**src/ssd_pkg.sv**
```systemverilog
// Shared types, constants and the segment table of the seven-segment display driver.
`timescale 1ns / 1ps
package ssd_pkg;

  localparam int unsigned FUNC_W   = 2;
  localparam int unsigned NUMBER_W = 32;
  localparam int unsigned RADIX_W  = 5;
  localparam int unsigned DIGIT_W  = 4;
  localparam int unsigned SEG_W    = 8;
  localparam int unsigned SEL_W    = 3;
  localparam int unsigned BITCNT_W = $clog2(NUMBER_W);

  localparam logic [RADIX_W-1:0] RADIX_MIN = RADIX_W'(2);
  localparam logic [RADIX_W-1:0] RADIX_MAX = RADIX_W'(16);
  localparam logic [SEG_W-1:0]   SEG_BLANK = 8'h00;

  // Request codes
  typedef enum logic [FUNC_W-1:0] {
    FUNC_SHOW   = 2'd0,
    FUNC_TICK   = 2'd1,
    FUNC_DIRECT = 2'd2
  } func_t;

  // Controller states
  typedef enum logic [1:0] {
    ST_IDLE,
    ST_DIVIDE,
    ST_STORE
  } state_t;

  // Hexadecimal digit to segments a..g in bits 0..6, dp off
  function automatic logic [SEG_W-1:0] seg_code(input logic [DIGIT_W-1:0] d);
    logic [SEG_W-1:0] s;
    case (d)
      4'h0: s = 8'h3F;
      4'h1: s = 8'h06;
      4'h2: s = 8'h5B;
      4'h3: s = 8'h4F;
      4'h4: s = 8'h66;
      4'h5: s = 8'h6D;
      4'h6: s = 8'h7D;
      4'h7: s = 8'h07;
      4'h8: s = 8'h7F;
      4'h9: s = 8'h6F;
      4'hA: s = 8'h77;
      4'hB: s = 8'h7C;
      4'hC: s = 8'h39;
      4'hD: s = 8'h5E;
      4'hE: s = 8'h79;
      4'hF: s = 8'h71;
      default: s = SEG_BLANK;
    endcase
    return s;
  endfunction

endpackage

```
**src/ssd_if.sv**
```systemverilog
// Valid/ready channel interfaces for display requests and display outputs.
`timescale 1ns / 1ps
interface ssd_cmd_if;
  import ssd_pkg::*;

  logic                valid;
  logic                ready;
  logic [FUNC_W-1:0]   func;
  logic [NUMBER_W-1:0] number;
  logic [RADIX_W-1:0]  radix;
  logic [DIGIT_W-1:0]  digit_value;

  modport source (output valid, func, number, radix, digit_value, input ready);
  modport sink   (input valid, func, number, radix, digit_value, output ready);
endinterface

interface ssd_disp_if;
  import ssd_pkg::*;

  logic             valid;
  logic             ready;
  logic [SEG_W-1:0] segment_pattern;
  logic [SEL_W-1:0] digit_select;

  modport source (output valid, segment_pattern, digit_select, input ready);
  modport sink   (input valid, segment_pattern, digit_select, output ready);
endinterface

```
**src/seven_segment_mux_display.sv**
```systemverilog
// Eight-digit multiplexed seven-segment driver: bit-serial radix conversion and scan.
// Show request: one restoring divide step per cycle, then one store step per digit;
//   zero finishes at acceptance.
// Tick and direct requests: result in the output register in the cycle after acceptance;
//   they are taken whenever the controller is idle and the output register is free.
// Synchronous reset blanks the digit buffer, zeroes the scan cursor, drops any result.
`timescale 1ns / 1ps
module seven_segment_mux_display #(
  parameter int unsigned NUM_DIGITS = 8
) (
  input logic     clk,
  input logic     rst,
  ssd_cmd_if.sink   cmd,
  ssd_disp_if.source disp
);
  import ssd_pkg::*;

  localparam int unsigned CW = (NUM_DIGITS > 1) ? $clog2(NUM_DIGITS) : 1;
  localparam logic [CW-1:0] LAST_POS = CW'(NUM_DIGITS - 1);

  state_t state, state_next;

  logic [SEG_W-1:0]    codes [NUM_DIGITS];
  logic [CW-1:0]       cursor;
  logic [CW-1:0]       pos;
  logic [NUMBER_W-1:0] num;
  logic [DIGIT_W-1:0]  rem;
  logic [RADIX_W-1:0]  radix;
  logic [BITCNT_W-1:0] bitcnt;

  logic                out_valid;
  logic [SEG_W-1:0]    out_seg;
  logic [SEL_W-1:0]    out_sel;

  logic                accept;
  logic                out_free;
  logic [RADIX_W-1:0]  radix_clamped;
  logic [RADIX_W-1:0]  trial;
  logic                qbit;
  logic [CW-1:0]       cursor_inc;
  logic                store_done;

  // Take a show request whenever idle; tick and direct need a free output slot
  assign out_free  = !out_valid || disp.ready;
  assign cmd.ready = (state == ST_IDLE) &&
                     ((cmd.func != FUNC_TICK && cmd.func != FUNC_DIRECT) || out_free);
  assign accept    = cmd.valid && cmd.ready;

  assign radix_clamped = (cmd.radix < RADIX_MIN) ? RADIX_MIN :
                         (cmd.radix > RADIX_MAX) ? RADIX_MAX : cmd.radix;

  // One restoring divide step: shift in the next dividend bit, subtract if it fits
  assign trial = {rem, num[NUMBER_W-1]};
  assign qbit  = (trial >= radix);

  assign cursor_inc = (cursor == LAST_POS) ? '0 : cursor + CW'(1);
  assign store_done = (num == '0) || (pos == LAST_POS);

  // Next state
  always_comb begin
    state_next = state;
    case (state)
      ST_IDLE: begin
        if (accept && cmd.func == FUNC_SHOW && cmd.number != '0) state_next = ST_DIVIDE;
      end
      ST_DIVIDE: begin
        if (bitcnt == BITCNT_W'(NUMBER_W - 1)) state_next = ST_STORE;
      end
      ST_STORE: begin
        state_next = store_done ? ST_IDLE : ST_DIVIDE;
      end
      default: state_next = ST_IDLE;
    endcase
  end

  always_ff @(posedge clk) begin
    if (rst) state <= ST_IDLE;
    else     state <= state_next;
  end

  // Divider datapath and digit position
  always_ff @(posedge clk) begin
    case (state)
      ST_IDLE: begin
        if (accept && cmd.func == FUNC_SHOW) begin
          num    <= cmd.number;
          radix  <= radix_clamped;
          rem    <= '0;
          bitcnt <= '0;
          pos    <= '0;
        end
      end
      ST_DIVIDE: begin
        rem    <= qbit ? DIGIT_W'(trial - radix) : trial[DIGIT_W-1:0];
        num    <= {num[NUMBER_W-2:0], qbit};
        bitcnt <= bitcnt + BITCNT_W'(1);
      end
      ST_STORE: begin
        rem    <= '0;
        bitcnt <= '0;
        pos    <= pos + CW'(1);
      end
      default: begin
        bitcnt <= '0;
      end
    endcase
  end

  // Digit buffer: write one code per stored digit (a single 0 for zero), blank positions above the last
  always_ff @(posedge clk) begin
    if (rst) begin
      for (int k = 0; k < NUM_DIGITS; k++) codes[k] <= SEG_BLANK;
    end else if (state == ST_IDLE && accept && cmd.func == FUNC_SHOW &&
                 cmd.number == '0) begin
      for (int k = 0; k < NUM_DIGITS; k++) codes[k] <= (k == 0) ? seg_code('0) : SEG_BLANK;
    end else if (state == ST_STORE) begin
      for (int k = 0; k < NUM_DIGITS; k++) begin
        if (CW'(k) == pos)                  codes[k] <= seg_code(rem);
        else if (store_done && CW'(k) > pos) codes[k] <= SEG_BLANK;
      end
    end
  end

  // Scan cursor advances on each tick
  always_ff @(posedge clk) begin
    if (rst) cursor <= '0;
    else if (accept && cmd.func == FUNC_TICK) cursor <= cursor_inc;
  end

  // Output register: load on tick or direct, drop once taken
  always_ff @(posedge clk) begin
    if (rst) begin
      out_valid <= 1'b0;
    end else if (accept && cmd.func == FUNC_TICK) begin
      out_valid <= 1'b1;
    end else if (accept && cmd.func == FUNC_DIRECT) begin
      out_valid <= 1'b1;
    end else if (disp.ready) begin
      out_valid <= 1'b0;
    end
  end

  always_ff @(posedge clk) begin
    if (accept && cmd.func == FUNC_TICK) begin
      out_seg <= codes[cursor_inc];
      out_sel <= SEL_W'(NUM_DIGITS - 1) - SEL_W'(cursor_inc);
    end else if (accept && cmd.func == FUNC_DIRECT) begin
      out_seg <= seg_code(cmd.digit_value);
      out_sel <= SEL_W'(NUM_DIGITS - 1) - SEL_W'(cursor);
    end
  end

  assign disp.valid           = out_valid;
  assign disp.segment_pattern = out_seg;
  assign disp.digit_select    = out_sel;

endmodule

```
**src/flat_wrapper.sv**
```systemverilog
// flat-port wrapper written by rule: the top's interface ports become plain ports
module seven_segment_mux_display_flat import ssd_pkg::*;
#(
  parameter int unsigned NUM_DIGITS = 8
)
  (clk, rst, cmd_valid, cmd_func, cmd_number, cmd_radix, cmd_digit_value, cmd_ready, disp_valid, disp_segment_pattern, disp_digit_select, disp_ready);
  ssd_cmd_if cmd_i ();
  ssd_disp_if disp_i ();
  input logic clk;
  input logic rst;
  input wire logic [$bits(cmd_i.valid)-1:0] cmd_valid;
  input wire logic [$bits(cmd_i.func)-1:0] cmd_func;
  input wire logic [$bits(cmd_i.number)-1:0] cmd_number;
  input wire logic [$bits(cmd_i.radix)-1:0] cmd_radix;
  input wire logic [$bits(cmd_i.digit_value)-1:0] cmd_digit_value;
  output wire logic [$bits(cmd_i.ready)-1:0] cmd_ready;
  output wire logic [$bits(disp_i.valid)-1:0] disp_valid;
  output wire logic [$bits(disp_i.segment_pattern)-1:0] disp_segment_pattern;
  output wire logic [$bits(disp_i.digit_select)-1:0] disp_digit_select;
  input wire logic [$bits(disp_i.ready)-1:0] disp_ready;
  assign cmd_i.valid = cmd_valid;
  assign cmd_i.func = cmd_func;
  assign cmd_i.number = cmd_number;
  assign cmd_i.radix = cmd_radix;
  assign cmd_i.digit_value = cmd_digit_value;
  assign cmd_ready = cmd_i.ready;
  assign disp_valid = disp_i.valid;
  assign disp_segment_pattern = disp_i.segment_pattern;
  assign disp_digit_select = disp_i.digit_select;
  assign disp_i.ready = disp_ready;
  seven_segment_mux_display #(.NUM_DIGITS(NUM_DIGITS)) u_core (.clk(clk), .rst(rst), .cmd(cmd_i), .disp(disp_i));
endmodule
```
**config.mk**
```make
export PLATFORM = sky130hd
export DESIGN_NAME = seven_segment_mux_display_flat
export DESIGN_NICKNAME = d
export VERILOG_FILES = /design/src/ssd_pkg.sv /design/src/ssd_if.sv /design/src/seven_segment_mux_display.sv /design/src/flat_wrapper.sv
export SDC_FILE = /design/constraint.sdc
export NUM_CORES = 1
export LEC_CHECK = 0
export ABC_AREA = 1
export BUFFER_PORTS_ARGS = -buffer_cell sky130_fd_sc_hd__buf_2
export CORE_MARGIN = 1
export CORE_UTILIZATION = 45
export CTS_BUF_LIST = sky130_fd_sc_hd__clkbuf_16
export DETAILED_ROUTE_END_ITERATION = 8
export PLACE_DENSITY = 0.65
export SLEW_MARGIN = 0
export SYNTH_ARGS = -nofsm -noshare
export SYNTH_HDL_FRONTEND = slang
export SYNTH_SLANG_ARGS = --single-unit
```
**constraint.sdc**
```tcl
create_clock -name clk -period 3.4 [get_ports clk]
set_input_delay 0.51 -clock clk [delete_from_list [all_inputs] [get_ports clk]]
set_output_delay 0.51 -clock clk [all_outputs]
set_load 0.01 [all_outputs]
```
==> impl_metrics.ini <==
[run_status]
outcome = complete, no violations

[pwr]
ir_drop_uv = 349
power_mw = 3.92
leakagePower_nw = 3.35
power.density_nw_per_um2 = 511

[grt]
grt_max_degree = 45
track_usage_pct = 20.3
antenna_found_initial = 0
grt_pass1_wl_um = 23300
gr-total-overflow = 0
first_global_vias = 4953

[route]
vias_per_cell = 5.18
routedWlPerCell_um = 14.2
drt_iter0_drc = 456
dr.pass1.iters = 5
drtAntennaViolNets = 0
via_count = 5146
drt_wl_total_um = 14200
drc = 0

[placed_design]
hpwlAfterDp_um = 10500
io_buffers = 58
gp_congestion = 0.836
place_area_sq_um = 7140

[synth]
synth.avg_cell_area_sq_um = 9.06
synth_fp_nets = 815
netlist.top_cell.by_area = edfxtp_1
syn_area_sq_um = 6690
yosys_warnings = 0
synth_cell_types = 38
synth_edf_count = 114
ys_ff_latch = 128
seq_area_frac_synth_pct = 55.4
synth_commonest_cells = 134 x nand2_1, 131 x nor2_1, 114 x edfxtp_1
synth_area_leaders = edfxtp_1 51%, nand2_1 7.5%, nor2_1 7.4%, o21ai_0 5.8%, inv_1 5.6%
synth_most_common_cell = nand2_1
synthArstFlopShare_pct = 0
synth.top_cell.area_share_pct = 51.2
synthFlopType = edfxtp_1
netlist_instances = 738

[critical_path]
cpMostUsedCell = ha_1
end_kind = flop
cp-start-kind = flop
ff2ff_path_depth = 9
cpPeakStageDelay_ns = 0.39
crit_chain = ha_1 -> ha_1 -> nor2_1 -> buf_4 -> inv_1 -> o21ai_0 -> o22ai_1 -> nand2_1 -> nand3_1
cp_data_required_time_ns = 3.56
path_delay_family = buffers and inverters
r2r_end = u_core.disp.segment_pattern[1]$_DFFE_PP_
critPathBufInv = 2
cp_slowest_cell = inv_1
regToRegSetupSlack_ns = 1.00
critPathKind = flop to flop
cp.arrival_ns = 2.56
cp_max_fo = 29
r2r-start = u_core.cursor[0]$_SDFFE_PP0P_

[sta]
tightestPinTransition_ns = 0.730
fmax_mhz = 417
tns_ns = 0
rsz0062_at_grt = false
max_slew_margin_pct = 51.3
setup_viol = 0
skew_ns = 0.00752
hold_violations = 0
maxSlewViolCount = 0
fin_crit_ns = 2.40
fin_crit_sh_pct = 70.6
holdWs_ns = 0.333

[min_path]
worst_hold_path_type = primary input to flop
hold_path_depth = 1
holdPathEnd = u_core.radix[4]$_SDFFCE_PP0P_
worstHoldStart = cmd_radix[4]

[cells_and_area]
diodes = 0
final_nets = 874
synthToLayoutAreaGrowth_pct = 14.7
final_area_sq_um = 7670
layout-drive-gt1-share_pct = 14.1
final_util_pct = 52.8

[clocking]
cts_setup_buffers = 0
root_buffer = clkbuf_16
cts_resized = 0
cts_made_buffers = 17
path_clk_slew_ns = 0.06
clockBufferDepth = 2
hold_buffers = 0
insertion_delay_ns = 0.42
cts_sinks = 128
cts_tree = yes
cts_max_level = 4

[floorplan]
placeableCoreArea_sq_um = 14500
die_w_um = 124
start_util_pct = 46.0
num_io_pins = 60
dieArea_sq_um = 15400
die_h_um = 124
rows = 44

[job]
cap_violations = 0
## through the flow
| step | instances | setup WS [ns] |
|---|---|---|
| 3_5_place_dp | 962 | 0.795 |
| 4_1_cts | 994 | 1.04 |
| 2_1_floorplan | 738 | 1.22 |
| 5_1_grt | 994 | 0.812 |
| 6_report | 994 | 1.00 |
| 3_3_place_gp | 962 | 0.912 |
## final cells by class
cell class                      count  area, sq um
Fill cell                        1358         6870
Sequential cell                   128         3700
Multi-Input combinational cell    482         2480
Clock buffer                       17          425
Inverter                          107          407
Timing Repair Buffer               61          313
Tap cell                          184          230
Clock inverter                     15          105
## report_power, final
part           leakage [nW]  switching, mW  total, mW  internal (mW)
combinational          1.85          0.307      0.438          0.132
clock                 0.267          0.652       1.63          0.982
sequential             1.23         0.0354       1.85           1.81
## worst max-delay path by stage
stage / startpoint / depth (start not counted) / end / slack [ns]
CTS: u_core.cursor[0]$_SDFFE_PP0P_ / 9 / u_core.disp.segment_pattern[1]$_DFFE_PP_ / 1.04
detailed placement: cmd_func[0] / 10 / u_core.codes[5][4]$_SDFFCE_PP0P_ / 0.79
global placement: cmd_func[0] / 10 / u_core.codes[5][1]$_SDFFCE_PP0P_ / 0.91
finish: u_core.cursor[0]$_SDFFE_PP0P_ / 9 / u_core.disp.segment_pattern[1]$_DFFE_PP_ / 1.00
global route: u_core.cursor[0]$_SDFFE_PP0P_ / 9 / u_core.disp.segment_pattern[4]$_DFFE_PP_ / 0.81
floorplan: cmd_func[0] / 5 / u_core.num[0]$_DFFE_PP_ / 1.22
## per-layer routing
layer	vias to the layer above	GRT usage, %	wire (um)
li1	2576	-	-
met1	2386	24.8	6290
met2	163	34.2	6790
met3	21	3.71	720
met4	0	10.8	357
met5	-	0	0
## kinds of logic after synthesis
kind of cell,synth area share [%]
compound gates,8.96
xor+xnor,0.131
buf+inv,7.54
other cells,0.0561
flops,55.4
fa+ha+maj,5.73
simple gates,22.2
## state kept, by name, indices dropped and copies added, names as in the netlist, named ones only
signal                       flops
u_core.bitcnt                    5
u_core.codes                    56
u_core.disp.digit_select         3
u_core.rem                       4
u_core.radix                     5
u_core.state                     2
u_core.num                      32
u_core.cursor                    3
u_core.disp.valid                1
u_core.pos                       3
u_core.disp.segment_pattern      7
## worst register-to-register path, stage by stage (launching register included)
cell and delay (ns):
dfxtp_1 0.33, ha_1 0.22, ha_1 0.18, nor2_1 0.10, buf_4 0.29, inv_1 0.39
o21ai_0 0.32, o22ai_1 0.13, nand2_1 0.09, nand3_1 0.09
## cell usage in the layout (no fill, tap or decap), drive strengths merged, types with 2 or more instances in the layout
cell type	n
o21ai	78
nand4	19
edfxtp	114
o211ai	3
a21oi	12
nor3	4
nor4	2
nor2	135
buf	61
o22ai	15
clkbuf	17
clkinv	9
dfxtp	14
nand3	32
inv	109
nand3b	3
clkinvlp	3
a31oi	2
nand2	143
ha	29
Note: power is estimated with default switching activity, not from simulation.
